## config.mk

```make
export PLATFORM = sky130hd
export DESIGN_NAME = gdn_front
export DESIGN_NICKNAME = d
export VERILOG_FILES = /design/src/rtl/core/gdn_pkg.sv /design/src/rtl/core/gdn_front.sv
export SDC_FILE = /design/constraint.sdc
export NUM_CORES = 1
export LEC_CHECK = 0
export ABC_AREA = 1
export BUFFER_PORTS_ARGS = -buffer_cell sky130_fd_sc_hd__buf_2
export CAP_MARGIN = 5
export CORE_MARGIN = 4
export CORE_UTILIZATION = 39
export CTS_CLUSTER_SIZE = 10
export DETAILED_ROUTE_END_ITERATION = 6
export GPL_ROUTABILITY_DRIVEN = 0
export PLACE_DENSITY = 0.59
export REMOVE_ABC_BUFFERS = 1
export SLEW_MARGIN = 20
export SYNTH_ARGS = -nofsm -noshare
export SYNTH_HDL_FRONTEND = slang
export SYNTH_SLANG_ARGS = --single-unit
```

## constraint.sdc

```tcl
create_clock -name clk_i -period 3.75 [get_ports clk_i]
set_input_delay 0.375 -clock clk_i [delete_from_list [all_inputs] [get_ports clk_i]]
set_output_delay 0.375 -clock clk_i [all_outputs]
set_load 0.01 [all_outputs]
```

## src/rtl/core/gdn_pkg.sv

```systemverilog
package gdn_pkg;

  // Default configuration of the histogram store.
  localparam int unsigned NumOrbitsDef = 73;
  localparam int unsigned MaxDegreeDef = 1024;

  // Fixed field and datapath widths.
  localparam int unsigned OrbitW  = 7;
  localparam int unsigned DegreeW = 16;
  localparam int unsigned CountW  = 24;
  localparam int unsigned ValueW  = 17;
  localparam int unsigned SumW    = 48;
  localparam int unsigned WeightW = 21;
  localparam int unsigned ProdW   = CountW + WeightW;
  localparam int unsigned DivW    = 64;
  localparam int unsigned StepW   = 7;

  localparam logic [CountW-1:0]  CountMax    = '1;
  localparam logic [SumW-1:0]    SumMax      = '1;
  localparam logic [ValueW-1:0]  FracOne     = ValueW'(65536);
  localparam logic [StepW-1:0]   WeightSteps = StepW'(WeightW);
  localparam logic [StepW-1:0]   QuotSteps   = StepW'(DivW);

  typedef enum logic [1:0] {
    ST_OK   = 2'd0,
    ST_ZERO = 2'd1,
    ST_DROP = 2'd2
  } status_e;

  typedef enum logic {
    OP_ADD  = 1'b0,
    OP_READ = 1'b1
  } opcode_e;

  // One classified item as it passes from the front end to the back end.
  typedef struct packed {
    opcode_e              op;
    status_e              status;
    logic [OrbitW-1:0]    orbit;
    logic [DegreeW-1:0]   degree;
  } item_t;

endpackage

```

## src/rtl/core/gdn_front.sv

```systemverilog
module gdn_front #(
  parameter int unsigned NumOrbits = gdn_pkg::NumOrbitsDef,
  parameter int unsigned MaxDegree = gdn_pkg::MaxDegreeDef
) (
  input  logic                         clk_i,
  input  logic                         rst_ni,
  input  logic                         push_i,
  output logic                         full_o,
  input  logic                         opcode_i,
  input  logic [gdn_pkg::OrbitW-1:0]   orbit_index_i,
  input  logic [gdn_pkg::DegreeW-1:0]  orbit_degree_i,
  input  logic                         clearing_i,
  output logic                         q_valid_o,
  output gdn_pkg::item_t               q_item_o,
  input  logic                         q_pop_i
);
  import gdn_pkg::*;

  item_t       item_in;
  item_t       fifo_q [2];
  logic        wr_ptr_q, rd_ptr_q;
  logic [1:0]  cnt_q;
  logic        do_push, do_pop;

  // Classify the item as it arrives so that the back end sees a ready status.
  always_comb begin
    item_in.op     = opcode_e'(opcode_i);
    item_in.orbit  = orbit_index_i;
    item_in.degree = orbit_degree_i;
    if (orbit_degree_i == '0) begin
      item_in.status = ST_ZERO;
    end else if ({1'b0, orbit_degree_i} > (DegreeW+1)'(MaxDegree) ||
                 {1'b0, orbit_index_i} >= (OrbitW+1)'(NumOrbits)) begin
      item_in.status = ST_DROP;
    end else begin
      item_in.status = ST_OK;
    end
  end

  assign full_o    = (cnt_q == 2'd2) || clearing_i;
  assign do_push   = push_i && !full_o;
  assign q_valid_o = (cnt_q != 2'd0);
  assign do_pop    = q_pop_i && q_valid_o;
  assign q_item_o  = fifo_q[rd_ptr_q];

  always_ff @(posedge clk_i) begin
    if (do_push) begin
      fifo_q[wr_ptr_q] <= item_in;
    end
  end

  always_ff @(posedge clk_i or negedge rst_ni) begin
    if (!rst_ni) begin
      wr_ptr_q <= 1'b0;
      rd_ptr_q <= 1'b0;
      cnt_q    <= 2'd0;
    end else begin
      if (do_push) begin
        wr_ptr_q <= !wr_ptr_q;
      end
      if (do_pop) begin
        rd_ptr_q <= !rd_ptr_q;
      end
      cnt_q <= cnt_q + 2'(do_push) - 2'(do_pop);
    end
  end

endmodule

```

; After elaboration in Yosys (flattened, before gate mapping)
; Memory sizes are Yosys's and may differ from the RTL's.
; Index checks and enable logic that the tools add are counted.
[classes]
add_sub_neg = 2
n_mul = 0
div = 0
order_cmp = 2
eq_ne = 1
shift = 0
n_mux = 4
bitwise_logic = 0
n_reduce_logical = 9
[ops]
columns = operator, n
row1 = $gt 16x11->1 const B, 1
row2 = $logic_not 16->1, 1
row3 = $ge 7x7->1 const B, 1
row4 = $mux 2, 2
row5 = $logic_not 1->1, 3
row6 = $add 2x1->2, 1
row7 = $eq 2x2->1 const B, 1
row8 = $logic_and 1x1->1, 2
row9 = $logic_or 1x1->1, 2
row10 = $mux 1, 2
row11 = $reduce_bool 2->1, 1
row12 = $sub 2x1->2, 1
[word_totals]
regBits = 4
latchBits = 0
ram_bits = 52
mem_bits_ro = 0
in_bits = 29
out_inout_bits = 28
wordCells = 22
n_memories = 1
[memory_table]
columns = name, words, word_bits, rd, rd_ports_with_merged_regs, wr, line_no
row1 = fifo_q, 2, 26, 1, 0, 1, gdn_front.sv:20  ; item_t fifo_q [2];

; Longest topological paths before layout
; Gate-level depths: netlist of the first run.
[logic_depth]
ltp_word = 6
ltp_mapped = 7
depth_no_buf = 7

; Worst setup path after synthesis of the first run
; Ideal clock, no wire load.
[synth_path]
path_type = reg-to-reg
startpoint = register cnt_q[1]
endpoint = memory fifo_q[0][0] (netlist bit), enable pin
setup_ns = 0.409
t_arrival_ns = 1.737
t_required_ns = 3.341
path_slack_ns = 1.605
path_stages_with_launch = 4
path_buffers = 0
synth_period_minus_slack_ns = 2.145
cell_sequence = dfrtp_1 nand2_1 nand3_1 nor2_1
[synth_between]
elab_chain_cells = 6
[synth_rtl]
columns = element, line_no
row1 = "start, declared", gdn_front.sv:22  ; logic [1:0] cnt_q;
row2 = "start signal, assigned", gdn_front.sv:64  ; cnt_q <= cnt_q + 2'(do_push) - 2'(do_pop);
row3 = $eq 2x2->1, gdn_front.sv:40  ; assign full_o = (cnt_q == 2'd2) || clearing_i;
row4 = $logic_or 1x1->1, gdn_front.sv:40
row5 = $logic_not 1->1, gdn_front.sv:41  ; assign do_push = push_i && !full_o;
row6 = $logic_and 1x1->1, gdn_front.sv:41
row7 = $mux 1, gdn_front.sv:47  ; if (do_push) begin
row8 = $mux 1 (implied by the code), gdn_front.sv:48  ; fifo_q[wr_ptr_q] <= item_in;
row9 = "end, declared", gdn_front.sv:20
; No other way between the ends.

==> results by group, run 1 <==
Outcome
  – Run status: finished, final reports clean

Clock tree
  – H-tree levels: 2
  – Clock Sink Count: 56
  – Post-CTS Setup Bufs: 0
  – Clock Root Buffer: clkbuf_8
  – Cts repair resizes: 0
  – Cts bufs inserted: 5
  – Clock tree buffer depth: 2
  – CTS tree: done
  – Clk pin slew, worst setup/hold paths: 0.09 ns
  – Clock Latency Late Sink: roughly 0.30 ns
  – Cts hold-fix bufs: 1

Setup path
  – RR Endpoint: rd_ptr_q$_DFFE_PN0P_
  – RR Startpoint: rd_ptr_q$_DFFE_PN0P_
  – Crit end category: output port
  – Worst EP required: 3.38 ns
  – Critical path class: reg -> out
  – Largest stage delay, worst path: 1.00 ns
  – CP bufs+invs: 2
  – CP startpoint: rd_ptr_q$_DFFE_PN0P_
  – Crit path DAT: 1.90 ns
  – Delay-heaviest family, CP: flip-flops
  – Crit path depth: 4
  – Setup crit end: q_item_o[6]
  – R2R depth: 2
  – Startpoint Class: flop
  – Top cell by count, worst path: nand2_1
  – Crit path cell chain: inv_6 -> nand2_1 -> nand2_1 -> buf_2
  – R2R Setup Slk: approximately 2.1 ns
  – CP max FO: 27
  – Critical-path top delay cell: dfrtp_1

Drt
  – Detail Route Antenna Nets: 0
  – Number of DRC markers in iteration 0: 68
  – Post-Route WL: 3850 um
  – First-pass DRT Iterations: 4
  – Routed vias/inst: 4.36
  – Vias: 1405
  – DRC viols: 0
  – Drt wl/cell: 11.9 um

Synth
  – Most frequent cell after synthesis: nand2_1
  – Seq/Total Area, Yosys: 73.8%
  – Yosys warnings: 0
  – FF+latch count, synth: 56
  – Top FF cell, synth: edfxtp_1
  – Post-synth EDFFs: between 50 and 60
  – Syn avg cell area: 12.0 um2
  – XOR/XNOR share of the synthesized area: 1.89%
  – Largest family of logic cells by synthesized area: simple AND/OR/NAND/NOR gates
  – Asr flop ratio synth: under 10%
  – Top cells by count, synth: 91 x nand2_1, 52 x edfxtp_1, 16 x nor2_1
  – Top cell type's share of synthesized area: 69.4%
  – Post-Synth Adder-Cell Area: 1.11%
  – Mux share of post-synthesis cell area: 0%
  – Dominant cell type by area after synthesis: edfxtp_1
  – Compound-Gate Fraction of Synth Area: 0.222%
  – Mapped cell area: around 0.0023 mm2
  – Unique masters post-synth: 18
  – Largest cells by area after synthesis: edfxtp_1 69%, nand2_1 15%, dfrtp_1 4.4%, nor2_1 2.7%, inv_1 1.2%
  – Post-Synth Simple-Gate Area: just under 20%
  – Syn Inst Count: 188

Pwr
  – Power per cell area: 655 mW/mm2
  – P_int: 1.20 mW
  – Clk pwr share: 20.9%
  – Switching Share: 32.8%
  – Gate power share: 30.8%
  – Worst vdd ir: slightly above 0.3 mV
  – Lkg Pwr: 1.18 nW
  – Seq pwr share: 48.3%
  – Sw power: 0.583 mW

Floorplanning
  – Core area: 0.00554 mm2
  – I/O pin total: 57
  – Die area: 0.00705 mm2
  – Die Width: 84.0 um
  – Core Rows: 27
  – Initial core utilization: 40.6%
  – Die Y: 84.0 um

STA
  – Min cycle time layout: around 2.3 ns
  – Final setup fails: 0
  – Final worst-path cycle share: about three fifths
  – Worst Tran Pin Value: 0.987 ns
  – Worst Slack Setup Final: between 1 and 1.5 ns
  – Final Hold Fails: 0
  – Setup TNS: 0 ns
  – Fmax: approximately 440 MHz
  – Max-slew violations: 0
  – Slew HR: 34.2%
  – RSZ-0062 raised after global routing: false
  – Worst clock skew: 0.00536 ns

Worst hold path
  – Worst min-delay path category: in -> reg
  – Cell depth of the worst hold path: 1
  – Hold Startpoint: opcode_i

Place
  – DP Wirelength: 2570 um
  – Placement Cell Area: 0.00260 mm2
  – Worst slack, placed: around 1.8 ns
  – Port Buffers: 56
  – Placed insts: 313

Finish
  – Finished Layout Cells: 322
  – Design Area, Final: 0.00272 mm2
  – Nets: 280
  – Share of post-route cells with drive strength above 1: 28.8%
  – # diodes: 0
  – Post-layout util: 49.0%
  – Synth-to-Final Area Change: 20.7%

GRT
  – GR Util All Layers: 11.8%
  – Largest net degree at the start of global routing: 28
  – Number of global-route vias before repair: 1355
  – Initial antenna violation count: 0
  – First-pass GRT wire length: roughly 6300 um
  – Total gr overflow: 0

Flow run
  – # Max-Cap Violations: 0
-- cell type report --
cell class	instances	area (um2)
fill	523	2820
sequential	56	1660
multi-input combinational	119	517
timing repair buffer	59	305
tap	72	90.1
clock buffer	6	72.6
clock inverter	2	35.0
inverter	8	35.0
-- worst reg2reg max path, delay by kind of cell (launching register included) --
family | cells | cell delay, ns
flops | 1 | 1.00
buf+inv | 1 | 0.24
xor+xnor | 1 | 0.25
-- power groups by stage --
stage,clock network [mW],registers (mW),logic (mW)
floorplan,0,0.854,0.335
global placement,0,0.875,0.553
detailed placement,0,0.876,0.564
CTS,0.383,0.861,0.565
global route,0.415,0.871,0.624
finish,0.372,0.860,0.548
-- cells in the final DEF (no fill, tap or decap), drive strengths merged --
cell,n
edfxtp,52
nand2,92
and2,1
a21oi,1
buf,58
dlygate4sd3,1
ha,2
nand3,2
bufinv,1
xor2,2
dfrtp,4
or2,1
clkinv,1
inv,8
xnor2,2
nor2,16
clkbuf,6
-- per-layer routing --
layer / GRT usage, % / vias up / wire (um) / share of wire, %
met5: 0 / - / 0 / 0
met4: 5.26 / 0 / 61 / 1.6
met3: 4.54 / 5 / 273 / 7.1
met2: 20.0 / 41 / 1880 / 49
met1: 13.1 / 630 / 1630 / 42
li1: - / 729 / - / -
-- sequential cells by signal, indices dropped and copies added (netlist names) --
register	count
fifo_q	52
cnt_q	2
rd_ptr_q	1
wr_ptr_q	1
-- worst min path at each step --
stage	to	slack [ns]
3_3_place_gp	cnt_q[0]$_DFF_PN0_	0.19
5_1_grt	fifo_q[1][25]$_DFFE_PP_	0.25
4_1_cts	fifo_q[1][1]$_DFFE_PP_	0.26
2_1_floorplan	cnt_q[0]$_DFF_PN0_	0.08
3_5_place_dp	cnt_q[0]$_DFF_PN0_	0.19
6_report	fifo_q[1][25]$_DFFE_PP_	0.27
-- cell families (layout without fill, tap and decap cells) --
group                    after synthesis  count (layout)
XOR/XNOR                               4               4
flip-flops                            56              56
AO/OA/AOI/OAI                          1               1
buffers and inverters                 13              75
adder cells (fa/ha/maj)                2               2
AND/OR/NAND/NOR                      112             112
-- stage by stage --
stage	power, mW	hold slack [ns]
after global routing	1.91	0.248
final	1.78	0.268
after floorplan	1.19	0.0794
after CTS	1.81	0.258
after global placement	1.43	0.186
after detailed placement	1.44	0.188
Power figures use the tool's default switching activity.
==> run 2, diff against run 1 <==
Clock period 3.75 ns to 2.28 ns, I/O delays scaled along.
==> run 2 against run 1 <==
Die area unchanged. Hold slack got worse by 0.14 ns. Non-clock buffer count rose by 1. Register-to-register slack worse by 1.4 ns. Final cell count increased by 0.31%. Flip-flop and latch count unchanged. Clock power up 67%. Design area grew 0.74%. Global-route usage grew 0.66 points.
==> results by group, run 2 (synthesis results as in run 1) <==
Setup path
  – Top cell by count, worst path: nand2_1
  – Critical path class: reg -> out
  – Startpoint Class: flop
  – Worst EP required: 2.05 ns (-1.33 ns)
  – Delay-heaviest family, CP: flip-flops
  – Crit path cell chain: buf_4 -> nand2_1 -> nand2_1 -> buf_2
  – CP bufs+invs: 2 (unchanged)
  – Crit path DAT: 1.62 ns (-0.28 ns)
  – Largest stage delay, worst path: 0.72 ns (-0.28 ns)
  – CP max FO: 14 (-48%)
  – Crit end category: output port
  – R2R Setup Slk: 0.72 ns (-1.42 ns)
  – Critical-path top delay cell: dfrtp_1

Pwr
  – Worst vdd ir: 0.394 mV (+30%)
  – Power after layout: 2.96 mW (+66%)
  – Lkg Pwr: 1.19 nW (+0.66%)
  – Power per cell area: 1080 mW/mm2 (+65%)

STA
  – Final Hold Fails: 0 (unchanged)
  – Worst Slack Setup Final: 0.430 ns (-1.05 ns)
  – Hold WS: 0.124 ns (-0.143 ns)
  – Min cycle time layout: around 1.9 ns
  – Final worst-path cycle share: between 80% and 90%
  – RSZ-0062 raised after global routing: false
  – Setup TNS: 0 ns (unchanged)
  – Fmax: 541 MHz
  – Worst clock skew: 0.00329 ns (-0.00208 ns)
  – Max-slew violations: 0 (unchanged)
  – Final setup fails: 0 (unchanged)
  – Slew HR: 61.6% (+27 points)
  – Worst Tran Pin Value: 0.577 ns (-0.411 ns)

GRT
  – Initial antenna violation count: 0 (unchanged)
  – First-pass GRT wire length: 6750 um (+7.6%)
  – GR Util All Layers: 12.5% (+0.66 points)
  – Number of global-route vias before repair: 1393 (+2.8%)
  – Largest net degree at the start of global routing: 28 (unchanged)
  – Total gr overflow: 0 (unchanged)

Floorplanning
  – Die Y: 84.0 um (unchanged)
  – Core area: 0.00554 mm2 (unchanged)
  – Initial core utilization: 40.6% (unchanged)
  – Core Rows: 27 (unchanged)
  – Die area: 0.00705 mm2 (unchanged)
  – Die Width: 84.0 um (unchanged)
  – I/O pin total: 57 (unchanged)

Clock tree
  – Clock Latency Late Sink: 0.30 ns (about the same)
  – CTS tree: done
  – Cts bufs inserted: 5 (unchanged)
  – Clock Root Buffer: clkbuf_8
  – Clk pin slew, worst setup/hold paths: 0.09 ns (about the same)
  – H-tree levels: 2 (unchanged)
  – Clock Sink Count: 56 (unchanged)
  – Post-CTS Setup Bufs: 0 (unchanged)
  – Clock tree buffer depth: 2 (unchanged)

Finish
  – Most common cell after layout, fill and taps aside: nand2_1
  – Post-layout util: 49.4% (+0.36 points)
  – Design Area, Final: 0.00274 mm2 (+0.74%)
  – Most frequent cells in the layout: 91 x nand2_1, 56 x buf_2, 52 x edfxtp_1
  – Nets: 281 (+0.36%)
  – Synth-to-Final Area Change: 21.6%
  – Biggest register: fifo_q
  – Finished Layout Cells: 323 (+0.31%)
  – Share of post-route cells with drive strength above 1: 29.1% (+0.28 points)
  – Biggest regs: fifo_q: 52 flops, cnt_q: 2 flops
  – Largest register FFs: 52 (unchanged)
  – # diodes: 0 (unchanged)

Outcome
  – Run status: finished, final reports clean

Drt
  – Post-Route WL: 4120 um (+7.0%)
  – Routed vias/inst: 4.33 (-0.88%)
  – Number of DRC markers in iteration 0: 67 (-1.5%)
  – First-pass DRT Iterations: 4 (unchanged)
  – Detail Route Antenna Nets: 0 (unchanged)
  – Drt wl/cell: 12.7 um (+6.7%)
  – DRC viols: 0 (unchanged)
  – Vias: 1397 (-0.57%)

Place
  – Port Buffers: 56 (unchanged)
  – Placed insts: 314 (+0.32%)
  – Placement Cell Area: 0.00262 mm2 (+0.77%)
  – DP Wirelength: 2860 um (+11%)
  – Worst slack, placed: 0.713 ns (-1.05 ns)

Flow run
  – # Max-Cap Violations: 0 (unchanged)

Worst hold path
  – Worst min-delay path category: in -> reg
==> run 2: cell type report <==
cell class	instances	area, um2
Multi-Input combinational cell	119	517
Clock inverter	2	35.0
Sequential cell	56	1660
Timing Repair Buffer	60	325
Tap cell	72	90.1
Fill cell	515	2800
Clock buffer	6	72.6
Inverter	8	35.0
==> run 2: final timing paths <==
check	startpoint	end	cells after the start
worst max-delay path	rd_ptr_q$_DFFE_PN0P_	q_item_o[6]	4
worst min-delay path	orbit_index_i[4]	fifo_q[1][20]$_DFFE_PP_	1
worst max register to register	cnt_q[1]$_DFF_PN0_	fifo_q[0][18]$_DFFE_PP_	4
worst min register to register	cnt_q[0]$_DFF_PN0_	cnt_q[0]$_DFF_PN0_	1
max in group asynchronous	rst_ni	wr_ptr_q$_DFFE_PN0N_	2
min in group asynchronous	rst_ni	rd_ptr_q$_DFFE_PN0P_	2
==> run 2: repair_timing <==
item                      4_1_cts  5_1_grt
resized for setup               0        0
hold buffers                    1        0
hold endpoints to repair        4        0
==> run 2: where the power goes <==
part | switching (mW) | internal [mW]
Clock | 0.295 | 0.326
Combinational | 0.593 | 0.368
Sequential | 0.0892 | 1.29
Total | 0.977 | 1.98
==> run 2: per-layer routing <==
layer	track usage, %	share of wire (%)	vias up
li1	-	-	733
met1	14.8	43	617
met2	21.0	49	40
met3	3.95	6.0	7
met4	4.82	1.7	0
met5	0	0	-
==> run 3, diff against run 2 <==
Settings changed: PLACE_DENSITY 0.59 to 0.61.
Clock period 2.28 ns to 1.7 ns, I/O delays scaled along.
==> run 3 against run 2 <==
Clock power increased by 2%. Setup slack got worse by 0.24 ns. Global-route usage decreased by 1.2 points. Via count decreased by 0.79%. First-iteration DRC count decreased by 51%. Flip-flop and latch count unchanged. Final cell count unchanged. Largest power group unchanged.
==> results by group, run 3 (synthesis results as in run 1) <==
Outcome
  – Run status: finished, final reports clean

Finish
  – Filler instances: 518 (+0.58%)
  – Share of post-route cells with drive strength above 1: 29.1% (unchanged)
  – Nets: 282 (+0.36%)
  – Biggest register: fifo_q
  – Finished Layout Cells: 323 (unchanged)
  – Most common cell after layout, fill and taps aside: nand2_1
  – Synth-to-Final Area Change: 21.1%
  – Biggest regs: fifo_q: 52 flops, cnt_q: 2 flops
  – Largest register FFs: 52 (unchanged)
  – # diodes: 0 (unchanged)
  – Most frequent cells in the layout: 91 x nand2_1, 56 x buf_2, 52 x edfxtp_1

Setup path
  – Setup crit end: q_item_o[23]
  – Crit end category: output port
  – R2R depth: 7 (+3)
  – CP startpoint: rd_ptr_q$_DFFE_PN0P_
  – Crit path cell chain: inv_6 -> nand2_1 -> nand2_1 -> buf_2
  – Crit path DAT: 1.34 ns (-0.28 ns)
  – Startpoint Class: flop
  – Worst EP required: 1.53 ns (-0.52 ns)
  – Critical-path top delay cell: dfrtp_2
  – Largest stage delay, worst path: 0.51 ns (-0.21 ns)
  – CP max FO: 27 (+13)
  – R2R Setup Slk: 0.20 ns (-0.52 ns)
  – RR Startpoint: cnt_q[1]$_DFF_PN0_
  – Top cell by count, worst path: nand2_1
  – RR Endpoint: cnt_q[1]$_DFF_PN0_
  – Critical path class: reg -> out

STA
  – Fmax: 660 MHz
  – RSZ-0062 raised after global routing: false
  – Worst clock skew: 0.00604 ns (+0.00275 ns)
  – Final setup fails: 0 (unchanged)
  – Hold WS: 0.0611 ns (-0.0633 ns)
  – Worst Tran Pin Value: 0.252 ns (-0.325 ns)
  – Slew HR: 83.2% (+22 points)
  – Min cycle time layout: 1.51 ns
  – Final worst-path cycle share: between 80% and 90%
  – Setup TNS: 0 ns (unchanged)
  – Final Hold Fails: 0 (unchanged)
  – Max-slew violations: 0 (unchanged)

Place
  – Placed insts: 315 (+0.32%)
  – Port Buffers: 56 (unchanged)
  – DP Wirelength: 2620 um (-8.4%)

GRT
  – Largest net degree at the start of global routing: 28 (unchanged)
  – Initial antenna violation count: 0 (unchanged)
  – Number of global-route vias before repair: 1370 (-1.7%)
  – First-pass GRT wire length: 6130 um (-9.2%)
  – GR Util All Layers: 11.3% (-1.2 points)
  – Total gr overflow: 0 (unchanged)

Worst hold path
  – Worst min-delay path category: in -> reg

Pwr
  – Worst vdd ir: 0.559 mV (+42%)
  – Lkg Pwr: 1.18 nW (-0.77%)
  – Power per cell area: 1390 mW/mm2 (+29%)
  – Power after layout: 3.80 mW (+28%)

Floorplanning
  – Core Rows: 27 (unchanged)
  – Die area: 0.00705 mm2 (unchanged)
  – Initial core utilization: 40.6% (unchanged)
  – Die Width: 84.0 um (unchanged)
  – Die Y: 84.0 um (unchanged)
  – Core area: 0.00554 mm2 (unchanged)
  – I/O pin total: 57 (unchanged)

Clock tree
  – Clk pin slew, worst setup/hold paths: 0.09 ns (about the same)
  – Clock Latency Late Sink: 0.30 ns (about the same)
  – Clock tree buffer depth: 2 (unchanged)
  – Cts bufs inserted: 5 (unchanged)
  – CTS tree: done
  – Clock Sink Count: 56 (unchanged)
  – H-tree levels: 2 (unchanged)
  – Post-CTS Setup Bufs: 0 (unchanged)
  – Clock Root Buffer: clkbuf_8

Drt
  – Post-Route WL: 3760 um (-8.7%)
  – DRC viols: 0 (unchanged)
  – First-pass DRT Iterations: 4 (unchanged)
  – Detail Route Antenna Nets: 0 (unchanged)
  – Drt wl/cell: 11.6 um (-8.7%)
  – Routed vias/inst: 4.29 (-0.79%)
  – Vias: 1386 (-0.79%)
  – Number of DRC markers in iteration 0: 33 (-51%)

Flow run
  – # Max-Cap Violations: 0 (unchanged)
[run 3: worst max-delay path, delay by kind of cell (launching register included)]
family                 cells  cell delay [ns]
buffers and inverters      2             0.36
AND/OR/NAND/NOR            2             0.17
flip-flops                 1             0.51
[run 3: worst min path at each step]
| stage | startpoint | endpoint | cells after the start |
|---|---|---|---|
| after detailed placement | rst_ni | cnt_q[0]$_DFF_PN0_ | 1 |
| after global placement | rst_ni | cnt_q[1]$_DFF_PN0_ | 1 |
| after floorplan | rst_ni | cnt_q[0]$_DFF_PN0_ | 0 |
| final | opcode_i | fifo_q[0][25]$_DFFE_PP_ | 1 |
| after global routing | opcode_i | fifo_q[0][25]$_DFFE_PP_ | 1 |
| after CTS | opcode_i | fifo_q[0][25]$_DFFE_PP_ | 1 |
[run 3: metal layers]
layer	track usage (%)	share of wire, %	vias up
met1	13.3	43	609
met4	3.95	1.4	0
met2	19.0	50	40
met5	0	0	-
met3	3.95	6.1	4
li1	-	-	733
[run 3: stage by stage]
stage	cell area [um2]	utilization [%]	setup slack, ns
floorplan	2210	-	-0.445
global placement	2640	47.6	0.237
detailed placement	2640	47.6	0.203
CTS	2730	49.2	0.0373
global route	2730	49.2	0.0473
finish	2730	49.2	0.185
[run 3: timing repair]
action	CTS	global route
hold buffers	1	0
endpoints found under the setup margin	0	17
endpoints found under the hold margin	4	0
resized for setup	0	1
[run 3: final cells by class]
| class | instances | area, um2 | share of cell area, % |
|---|---|---|---|
| clock buffers | 5 | 68.8 | 2.52 |
| clock inverters | 2 | 7.51 | 0.275 |
| inverters | 8 | 35.0 | 1.28 |
| multi-input cells | 119 | 517 | 19.0 |
| flip-flops and latches | 56 | 1660 | 61.0 |
| well taps | 72 | 90.1 | 3.30 |
| repair buffers | 61 | 345 | 12.7 |
[run 3: report_power, final]
part | switching (mW) | internal, mW
Sequential | 0.103 | 1.73
Clock | 0.363 | 0.272
Combinational | 0.812 | 0.519
